<file path="src/rtl/dsfd_pkg.sv">
// Package: symbols, token and result types, and the CRC-16 word step of the frame decoder.
`timescale 1ns / 1ps
`default_nettype none

package dsfd_pkg;

    localparam logic [7:0]  SYM_DLE  = 8'h90;
    localparam logic [7:0]  SYM_STX  = 8'h02;
    localparam logic [15:0] CRC_POLY = 16'h1021;
    localparam logic [15:0] CRC_TOP  = 16'h8000;

    localparam logic [1:0] ST_BUSY = 2'd0;
    localparam logic [1:0] ST_GOOD = 2'd1;
    localparam logic [1:0] ST_BAD  = 2'd2;

    typedef enum logic [2:0] {
        PH_HUNT = 3'd0,
        PH_STX  = 3'd1,
        PH_OP   = 3'd2,
        PH_LEN  = 3'd3,
        PH_DATA = 3'd4,
        PH_CK1  = 3'd5,
        PH_CK2  = 3'd6
    } t_phase;

    typedef enum logic [2:0] {
        K_NONE = 3'd0,
        K_OP   = 3'd1,
        K_LEN  = 3'd2,
        K_DATA = 3'd3,
        K_CK1  = 3'd4,
        K_CK2  = 3'd5
    } t_kind;

    typedef struct packed {
        t_kind      kind;
        logic [7:0] data;
        logic [8:0] index;
    } t_tok;

    typedef struct packed {
        logic [1:0] status;
        logic       pv;
        logic [7:0] pb;
        logic [8:0] pi;
        logic [7:0] op;
        logic [7:0] words;
    } t_res;

    function automatic logic [15:0] crc_word(input logic [15:0] crc_in,
                                             input logic [15:0] word);
        logic [15:0] crc;
        logic        carry;
        crc = crc_in;
        for (int i = 15; i >= 0; i--) begin
            carry = (crc & CRC_TOP) != 16'h0;
            crc   = {crc[14:0], word[i]};
            if (carry) begin
                crc = crc ^ CRC_POLY;
            end
        end
        return crc;
    endfunction

endpackage

`default_nettype wire

</file>
<file path="src/rtl/dle_stx_frame_decoder.sv">
// Top level of the DLE STX byte-stuffed frame decoder with CRC-16 check.
//
//  channel | direction | handshake         | fields
//  --------+-----------+-------------------+-------------------------------------------
//  input   | in        | push / full       | i_rx_byte
//  result  | out       | empty / pop       | o_frame_status, o_payload_valid,
//          |           |                   | o_payload_byte, o_payload_index,
//          |           |                   | o_frame_op, o_frame_words
//
//  One byte per cycle while full is low; every byte gives exactly one result.
//  A result reaches the ports through the token queue and then the result queue, both registered.
//  The front end classifies bytes, the back end runs a 16-bit CRC word step on the length token,
//  on every second payload byte and on the first check byte. Reset is synchronous and clears both
//  queues and the parse state. full rises when the two-entry token queue holds two requests; the back end stalls
//  while the two-entry result queue is full.
`timescale 1ns / 1ps
`default_nettype none

module dle_stx_frame_decoder (
    input  wire logic          i_clk,
    input  wire logic          i_rst_n,
    input  wire logic          push,
    output logic               full,
    input  wire logic [7:0]    i_rx_byte,
    output logic               empty,
    input  wire logic          pop,
    output logic [1:0]         o_frame_status,
    output logic               o_payload_valid,
    output logic [7:0]         o_payload_byte,
    output logic [8:0]         o_payload_index,
    output logic [7:0]         o_frame_op,
    output logic [7:0]         o_frame_words
);

    dsfd_pkg::t_tok front_tok;
    dsfd_pkg::t_tok q_tok;
    dsfd_pkg::t_res res;
    logic           take;
    logic           q_valid;
    logic           q_pop;

    assign take = push && !full;

    dsfd_front u_front (
        .i_clk   (i_clk),
        .i_rst_n (i_rst_n),
        .i_take  (take),
        .i_byte  (i_rx_byte),
        .o_tok   (front_tok)
    );

    dsfd_tok_queue u_tok_queue (
        .i_clk   (i_clk),
        .i_rst_n (i_rst_n),
        .i_push  (take),
        .i_tok   (front_tok),
        .o_full  (full),
        .o_valid (q_valid),
        .o_tok   (q_tok),
        .i_pop   (q_pop)
    );

    dsfd_back u_back (
        .i_clk       (i_clk),
        .i_rst_n     (i_rst_n),
        .i_tok_valid (q_valid),
        .i_tok       (q_tok),
        .o_tok_pop   (q_pop),
        .o_empty     (empty),
        .o_res       (res),
        .i_pop       (pop)
    );

    assign o_frame_status  = res.status;
    assign o_payload_valid = res.pv;
    assign o_payload_byte  = res.pb;
    assign o_payload_index = res.pi;
    assign o_frame_op      = res.op;
    assign o_frame_words   = res.words;

endmodule

`default_nettype wire

</file>
<file path="src/rtl/dsfd_front.sv">
// Front end: unstuffing, frame phase tracking and byte classification into tokens.
`timescale 1ns / 1ps
`default_nettype none

module dsfd_front (
    input  wire logic          i_clk,
    input  wire logic          i_rst_n,
    input  wire logic          i_take,
    input  wire logic [7:0]    i_byte,
    output dsfd_pkg::t_tok     o_tok
);

    dsfd_pkg::t_phase r_phase, n_phase;
    logic             r_esc, n_esc;
    logic [7:0]       r_words, n_words;
    logic [8:0]       r_pos, n_pos;
    logic [8:0]       pos_inc;
    logic             handled;

    assign pos_inc = r_pos + 9'd1;

    always_comb begin
        handled = 1'b1;
        if (r_esc && i_byte == dsfd_pkg::SYM_STX) begin
            handled = 1'b1;
        end else if (r_phase == dsfd_pkg::PH_HUNT && i_byte == dsfd_pkg::SYM_DLE) begin
            handled = 1'b1;
        end else if (i_byte == dsfd_pkg::SYM_DLE && !r_esc) begin
            handled = 1'b1;
        end else if (r_esc && i_byte != dsfd_pkg::SYM_DLE) begin
            handled = 1'b1;
        end else begin
            handled = 1'b0;
        end
    end

    always_comb begin
        n_phase = r_phase;
        n_esc   = r_esc;
        n_words = r_words;
        n_pos   = r_pos;
        if (r_esc && i_byte == dsfd_pkg::SYM_STX) begin
            n_phase = dsfd_pkg::PH_OP;
            n_esc   = 1'b0;
        end else if (r_phase == dsfd_pkg::PH_HUNT && i_byte == dsfd_pkg::SYM_DLE) begin
            n_phase = dsfd_pkg::PH_STX;
        end else if (i_byte == dsfd_pkg::SYM_DLE && !r_esc) begin
            n_esc = 1'b1;
        end else if (r_esc && i_byte != dsfd_pkg::SYM_DLE) begin
            n_esc   = 1'b0;
            n_phase = dsfd_pkg::PH_HUNT;
        end else begin
            n_esc = 1'b0;
            unique case (r_phase)
                dsfd_pkg::PH_STX: begin
                    n_phase = (i_byte == dsfd_pkg::SYM_STX) ? dsfd_pkg::PH_OP
                                                            : dsfd_pkg::PH_HUNT;
                end
                dsfd_pkg::PH_OP: begin
                    n_phase = dsfd_pkg::PH_LEN;
                end
                dsfd_pkg::PH_LEN: begin
                    n_words = i_byte;
                    n_pos   = 9'd0;
                    n_phase = (i_byte == 8'd0) ? dsfd_pkg::PH_CK1 : dsfd_pkg::PH_DATA;
                end
                dsfd_pkg::PH_DATA: begin
                    n_pos = pos_inc;
                    if ({1'b0, pos_inc} >= {1'b0, r_words, 1'b0}) begin
                        n_phase = dsfd_pkg::PH_CK1;
                    end
                end
                dsfd_pkg::PH_CK1: begin
                    n_phase = dsfd_pkg::PH_CK2;
                end
                default: begin
                    n_phase = dsfd_pkg::PH_HUNT;
                end
            endcase
        end
    end

    always_comb begin
        o_tok.kind  = dsfd_pkg::K_NONE;
        o_tok.data  = i_byte;
        o_tok.index = r_pos;
        if (!handled) begin
            unique case (r_phase)
                dsfd_pkg::PH_OP:   o_tok.kind = dsfd_pkg::K_OP;
                dsfd_pkg::PH_LEN:  o_tok.kind = dsfd_pkg::K_LEN;
                dsfd_pkg::PH_DATA: o_tok.kind = dsfd_pkg::K_DATA;
                dsfd_pkg::PH_CK1:  o_tok.kind = dsfd_pkg::K_CK1;
                dsfd_pkg::PH_CK2:  o_tok.kind = dsfd_pkg::K_CK2;
                default:           o_tok.kind = dsfd_pkg::K_NONE;
            endcase
        end
    end

    always_ff @(posedge i_clk) begin
        if (!i_rst_n) begin
            r_phase <= dsfd_pkg::PH_HUNT;
            r_esc   <= 1'b0;
            r_words <= 8'd0;
            r_pos   <= 9'd0;
        end else if (i_take) begin
            r_phase <= n_phase;
            r_esc   <= n_esc;
            r_words <= n_words;
            r_pos   <= n_pos;
        end
    end

    a_no_esc_in_hunt: assert property (@(posedge i_clk) disable iff (!i_rst_n)
        r_phase == dsfd_pkg::PH_HUNT |-> !r_esc)
        else $error("escape pending while hunting");

    a_pos_in_frame: assert property (@(posedge i_clk) disable iff (!i_rst_n)
        r_phase == dsfd_pkg::PH_DATA |-> {1'b0, r_pos} < {1'b0, r_words, 1'b0})
        else $error("payload position past frame length");

    a_words_held: assert property (@(posedge i_clk) disable iff (!i_rst_n)
        (r_phase == dsfd_pkg::PH_DATA && $past(r_phase) == dsfd_pkg::PH_DATA)
        |-> $stable(r_words))
        else $error("frame length changed inside payload");

endmodule

`default_nettype wire

</file>
<file path="src/rtl/dsfd_tok_queue.sv">
// Two-entry token queue between the front end and the back end.
`timescale 1ns / 1ps
`default_nettype none

module dsfd_tok_queue (
    input  wire logic          i_clk,
    input  wire logic          i_rst_n,
    input  wire logic          i_push,
    input  dsfd_pkg::t_tok     i_tok,
    output logic               o_full,
    output logic               o_valid,
    output dsfd_pkg::t_tok     o_tok,
    input  wire logic          i_pop
);

    dsfd_pkg::t_tok r_mem [2];
    logic           r_wr, r_rd;
    logic [1:0]     r_cnt;
    logic           wr_en, rd_en;

    assign o_full  = r_cnt == 2'd2;
    assign o_valid = r_cnt != 2'd0;
    assign o_tok   = r_mem[r_rd];
    assign wr_en   = i_push && !o_full;
    assign rd_en   = i_pop && o_valid;

    always_ff @(posedge i_clk) begin
        if (wr_en) begin
            r_mem[r_wr] <= i_tok;
        end
    end

    always_ff @(posedge i_clk) begin
        if (!i_rst_n) begin
            r_wr  <= 1'b0;
            r_rd  <= 1'b0;
            r_cnt <= 2'd0;
        end else begin
            if (wr_en) begin
                r_wr <= ~r_wr;
            end
            if (rd_en) begin
                r_rd <= ~r_rd;
            end
            r_cnt <= r_cnt + {1'b0, wr_en} - {1'b0, rd_en};
        end
    end

endmodule

`default_nettype wire

</file>
<file path="src/rtl/dsfd_back.sv">
// Back end: opcode and length capture, CRC accumulation, check compare and result queue.
`timescale 1ns / 1ps
`default_nettype none

module dsfd_back (
    input  wire logic          i_clk,
    input  wire logic          i_rst_n,
    input  wire logic          i_tok_valid,
    input  dsfd_pkg::t_tok     i_tok,
    output logic               o_tok_pop,
    output logic               o_empty,
    output dsfd_pkg::t_res     o_res,
    input  wire logic          i_pop
);

    logic [7:0]     r_op, n_op;
    logic [7:0]     r_words, n_words;
    logic [7:0]     r_low, n_low;
    logic [7:0]     r_rxlo, n_rxlo;
    logic [15:0]    r_crc, n_crc;
    dsfd_pkg::t_res res;

    dsfd_pkg::t_res r_res_q [2];
    logic           r_res_wr, r_res_rd;
    logic [1:0]     r_res_cnt;
    logic           res_rd;

    assign o_tok_pop = i_tok_valid && r_res_cnt != 2'd2;
    assign o_empty   = r_res_cnt == 2'd0;
    assign o_res     = r_res_q[r_res_rd];
    assign res_rd    = i_pop && !o_empty;

    always_comb begin
        n_op       = r_op;
        n_words    = r_words;
        n_low      = r_low;
        n_rxlo     = r_rxlo;
        n_crc      = r_crc;
        res.status = dsfd_pkg::ST_BUSY;
        res.pv     = 1'b0;
        res.pb     = 8'd0;
        res.pi     = 9'd0;
        unique case (i_tok.kind)
            dsfd_pkg::K_OP: begin
                n_op = i_tok.data;
            end
            dsfd_pkg::K_LEN: begin
                n_words = i_tok.data;
                n_crc   = dsfd_pkg::crc_word(16'h0000, {i_tok.data, r_op});
            end
            dsfd_pkg::K_DATA: begin
                res.pv = 1'b1;
                res.pb = i_tok.data;
                res.pi = i_tok.index;
                if (i_tok.index[0]) begin
                    n_crc = dsfd_pkg::crc_word(r_crc, {i_tok.data, r_low});
                end else begin
                    n_low = i_tok.data;
                end
            end
            dsfd_pkg::K_CK1: begin
                n_rxlo = i_tok.data;
                n_crc  = dsfd_pkg::crc_word(r_crc, 16'h0000);
            end
            dsfd_pkg::K_CK2: begin
                res.status = ({i_tok.data, r_rxlo} == r_crc) ? dsfd_pkg::ST_GOOD
                                                             : dsfd_pkg::ST_BAD;
            end
            default: begin
            end
        endcase
        res.op    = n_op;
        res.words = n_words;
    end

    always_ff @(posedge i_clk) begin
        if (!i_rst_n) begin
            r_op    <= 8'd0;
            r_words <= 8'd0;
            r_low   <= 8'd0;
            r_rxlo  <= 8'd0;
            r_crc   <= 16'h0000;
        end else if (o_tok_pop) begin
            r_op    <= n_op;
            r_words <= n_words;
            r_low   <= n_low;
            r_rxlo  <= n_rxlo;
            r_crc   <= n_crc;
        end
    end

    always_ff @(posedge i_clk) begin
        if (o_tok_pop) begin
            r_res_q[r_res_wr] <= res;
        end
    end

    always_ff @(posedge i_clk) begin
        if (!i_rst_n) begin
            r_res_wr  <= 1'b0;
            r_res_rd  <= 1'b0;
            r_res_cnt <= 2'd0;
        end else begin
            if (o_tok_pop) begin
                r_res_wr <= ~r_res_wr;
            end
            if (res_rd) begin
                r_res_rd <= ~r_res_rd;
            end
            r_res_cnt <= r_res_cnt + {1'b0, o_tok_pop} - {1'b0, res_rd};
        end
    end

    a_res_cnt_range: assert property (@(posedge i_clk) disable iff (!i_rst_n)
        r_res_cnt != 2'd3)
        else $error("result queue count out of range");

    a_status_not_payload: assert property (@(posedge i_clk) disable iff (!i_rst_n)
        (o_tok_pop && res.status != dsfd_pkg::ST_BUSY) |-> !res.pv)
        else $error("frame status on a payload byte");

    a_exec_fills: assert property (@(posedge i_clk) disable iff (!i_rst_n)
        (o_tok_pop && !res_rd) |=> !o_empty)
        else $error("executed token left no result");

endmodule

`default_nettype wire
</file>
<file path="config.mk">
export PLATFORM = sky130hd
export DESIGN_NAME = dle_stx_frame_decoder
export DESIGN_NICKNAME = d
export VERILOG_FILES = /design/src/rtl/dsfd_pkg.sv /design/src/rtl/dle_stx_frame_decoder.sv /design/src/rtl/dsfd_front.sv /design/src/rtl/dsfd_tok_queue.sv /design/src/rtl/dsfd_back.sv
export SDC_FILE = /design/constraint.sdc
export NUM_CORES = 1
export LEC_CHECK = 0
export ABC_AREA = 1
export BUFFER_PORTS_ARGS = -buffer_cell sky130_fd_sc_hd__clkbuf_2
export CORE_MARGIN = 4
export CORE_UTILIZATION = 50
export DETAILED_ROUTE_END_ITERATION = 16
export MAX_ROUTING_LAYER = met4
export PLACE_DENSITY = 0.7
export SLEW_MARGIN = 5
export SYNTH_ARGS = -nofsm -noshare
export SYNTH_HDL_FRONTEND = slang
export SYNTH_SLANG_ARGS = --single-unit
</file>
<file path="constraint.sdc">
create_clock -name i_clk -period 2.6 [get_ports i_clk]
set_input_delay 0.26 -clock i_clk [delete_from_list [all_inputs] [get_ports i_clk]]
set_output_delay 0.26 -clock i_clk [all_outputs]
set_load 0.005 [all_outputs]
</file>
==> reports/qor.yml <==
global_route:
  grt_max_degree: 40
  grt_pass1_wl_um: 34100
  antenna_found_initial: 0
  grt_util_all_layers_pct: 21.7
  grt_overflow: 0
  grt_pass1_vias: 6699
sta:
  clock.fmax_mhz: 441
  worstMarginPinSlew_ns: 1.09
  setup_viol: 0
  finalClockSkew_ns: 0.0114
  rsz0062_at_grt: "no"
  hold_ws_ns: 0.0948
  timing.final.crit_share_pct: 87.2
  maxSlewHeadroom_pct: 27.3
  hold_viol_final: 0
  fin_ws_ns: 0.332
  setup_tns_ns: 0
  min_period_ns: 2.27
  drv_slew: 0
routing:
  first_pass_iters: 6
  ant_nets: 0
  wl_per_cell_um: 15.3
  via_per_inst: 5.28
  drt-total-wl_um: 21400
  drt-initial-drc-count: 566
  drc: 0
  vias: 7387
power_and_ir_drop:
  power_density_nw_per_um2: 1280
  peakVddDrop_uv: 627
  p_leak_nw: 4.55
  total_power_mw: 13.4
cts:
  cts.htree.levels: 4
  cts_buffers: 17
  cts_root_buf: "clkbuf_16"
  cts.sinks: 191
  clkTransAtPathRegs_ns: 0.07
  cts_tree: "built"
  worstSkewPairLatency_ns: 0.43
  ctsHoldBuffers: 0
  clockBufferDepth: 2
place:
  place_inst: 1368
  io_buffers: 49
  hpwl_um: 15100
  gp_congestion: 0.984
  placed_area_sq_um: 9940
  post-place-ws_ns: 0.253
synthesis:
  async_reset_ff_share_pct: 0
  yosysMostFrequentCell: "nand2_1"
  synth_top_area_share_pct: 36.1
  syn_avg_cell_area_sq_um: 8.54
  syn_nets: 1118
  synth.top_cells.by_count: "nand2_1 (284), inv_1 (138), edfxtp_1 (112)"
  syn_inst: 1091
  ys_types: 37
  synth_seq_cells: 191
  synth-seq-area-share_pct: 53.1
  synth-edff-count: 112
  synth_top_area_cell: "edfxtp_1"
  synth_area_sq_um: 9320
  synth_flop_cell: "edfxtp_1"
  yosys_warnings: 0
  synth_area_leaders: "edfxtp_1 (36%), dfxtp_1 (17%), nand2_1 (11%)"
finish:
  drive_gt1_share_pct: 15.5
  seq_area_sq_um: 4950
  synthToLayoutAreaGrowth_pct: 12.7
  diodes: 0
  fillerInstances: 1598
  nNetsFinal: 1185
  final_area_sq_um: 10500
  final-instance-count-excl-fill: 1400
  multi_input_area_sq_um: 3710
  utilization_pct: 57.9
status:
  status: "complete, no violations"
floorplanning:
  row_count: 49
  dieArea_sq_um: 20900
  chipHeight_um: 144
  die_w_um: 144
  core_sq_um: 18100
  pin_count: 50
  initial_core_util_pct: 51.3
worst_setup_path:
  critPathMaxFanout: 5
  worst_setup_path_start_kind: "flop"
  worstSetupPathType: "flop to flop"
  end_kind: "flop"
  critPathArrivalTime_ns: 2.64
  required_ns: 2.97
  reg2reg_depth: 19
min_path:
  hold_path_class: "input port to flop"
  hold_depth: 1
run:
  drv_cap: 0
[flip-flops by register name (all words and copies together) (netlist names), named ones only]
register           flops
u_back.r_op            8
u_back.r_rxlo          8
u_back.r_res_q        72
u_back.r_words         8
u_tok_queue.r_wr       1
u_front.r_phase        3
u_tok_queue.r_mem     40
u_back.r_res_wr        1
u_tok_queue.r_cnt      2
u_back.r_res_rd        1
u_back.r_res_cnt       2
u_front.r_pos          9
u_back.r_low           8
u_front.r_words        8
u_tok_queue.r_rd       1
u_back.r_crc          16
u_front.r_esc          1
[per-layer routing]
layer / vias to the layer above / part of all wire, % / track usage [%]
met3: 29 / 6.4 / 4.17
li1: 3722 / - / -
met2: 213 / 44 / 32.5
met5: - / 0 / -
met4: 0 / 1.9 / 6.38
met1: 3423 / 47 / 30.3
[cells in the final DEF (no fill, tap or decap), types with 3 or more instances in the layout]
cell | synthesis | layout
buf_4 | 2 | 30
clkbuf_1 | 15 | 3
a21oi_1 | 76 | 76
inv_8 | 0 | 3
ha_1 | 15 | 15
edfxtp_1 | 112 | 112
nor3_1 | 7 | 6
nor2_2 | 2 | 3
or2_2 | 4 | 4
nor2_1 | 104 | 101
inv_1 | 138 | 138
nor2_4 | 1 | 3
nand4_1 | 7 | 7
clkbuf_2 | 0 | 49
clkinv_4 | 0 | 4
dfxtp_1 | 79 | 74
nand3_1 | 66 | 66
inv_2 | 5 | 5
dfxtp_2 | 0 | 5
mux2_2 | 36 | 36
xnor2_1 | 6 | 6
xor2_1 | 14 | 14
o21ai_2 | 10 | 10
nand2_1 | 284 | 284
clkinvlp_4 | 0 | 3
o21ai_0 | 59 | 59
o21ai_1 | 20 | 20
clkbuf_16 | 0 | 17
[worst max-delay path, stage by stage, from the launching register on]
cell and delay (ns):
dfxtp_2 0.36, ha_1 0.17, nand2_1 0.10, nor2_2 0.15, nand3_1 0.10, nand2_1 0.09, inv_1 0.04, ha_1 0.28
nand2_1 0.07, nor2_1 0.13, nand2_1 0.06, nor2_1 0.08, nor2_1 0.05, nand2_1 0.06, nand2_1 0.05, nand2_1 0.07
nand2_1 0.12, nand2_1 0.08, nand2_1 0.05, nor2_1 0.09
[power breakdown]
group | switching, mW | internal, mW
sequential | 0.419 | 4.34
combinational | 4.13 | 2.10
clock | 1.19 | 1.28
total | 5.73 | 7.71
[final cells by class]
cell class,instances,share of cell area [%]
inverter,143,5.11
clock inverter,11,0.953
multi-input combinational,726,35.3
sequential,191,47.1
timing repair buffer,79,4.48
tap,229,2.73
clock buffer,21,4.29
[repair_timing]
| action | CTS | global route |
|---|---|---|
| endpoints found under the setup margin | 0 | 3 |
| resized for setup | 0 | 6 |
| setup buffers | 0 | 0 |
[worst paths after layout]
check | from | to | slack, ns
setup / recovery | u_front.r_pos[1] | u_front.r_phase[2] | 0.33
hold reg to reg | u_back.r_res_rd | flop | 0.46
setup reg to reg | u_front.r_pos[1] | u_front.r_phase[2] | 0.33
hold / removal | i_rx_byte[3] | u_tok_queue.r_mem[1][12] | 0.09
[kinds of logic after synthesis]
| kind of cell | Yosys count | share of synthesized area (%) |
|---|---|---|
| xor gates and xnor gates | 20 | 1.88 |
| buffers and inverters | 174 | 7.37 |
| DFF | 191 | 53.1 |
| muxes | 36 | 4.35 |
| adders and majority gates | 15 | 2.01 |
| and+or+nand+nor | 482 | 21.4 |
| AOI/OAI and AO/OA | 173 | 9.93 |
(Power assumes the default switching activity.)
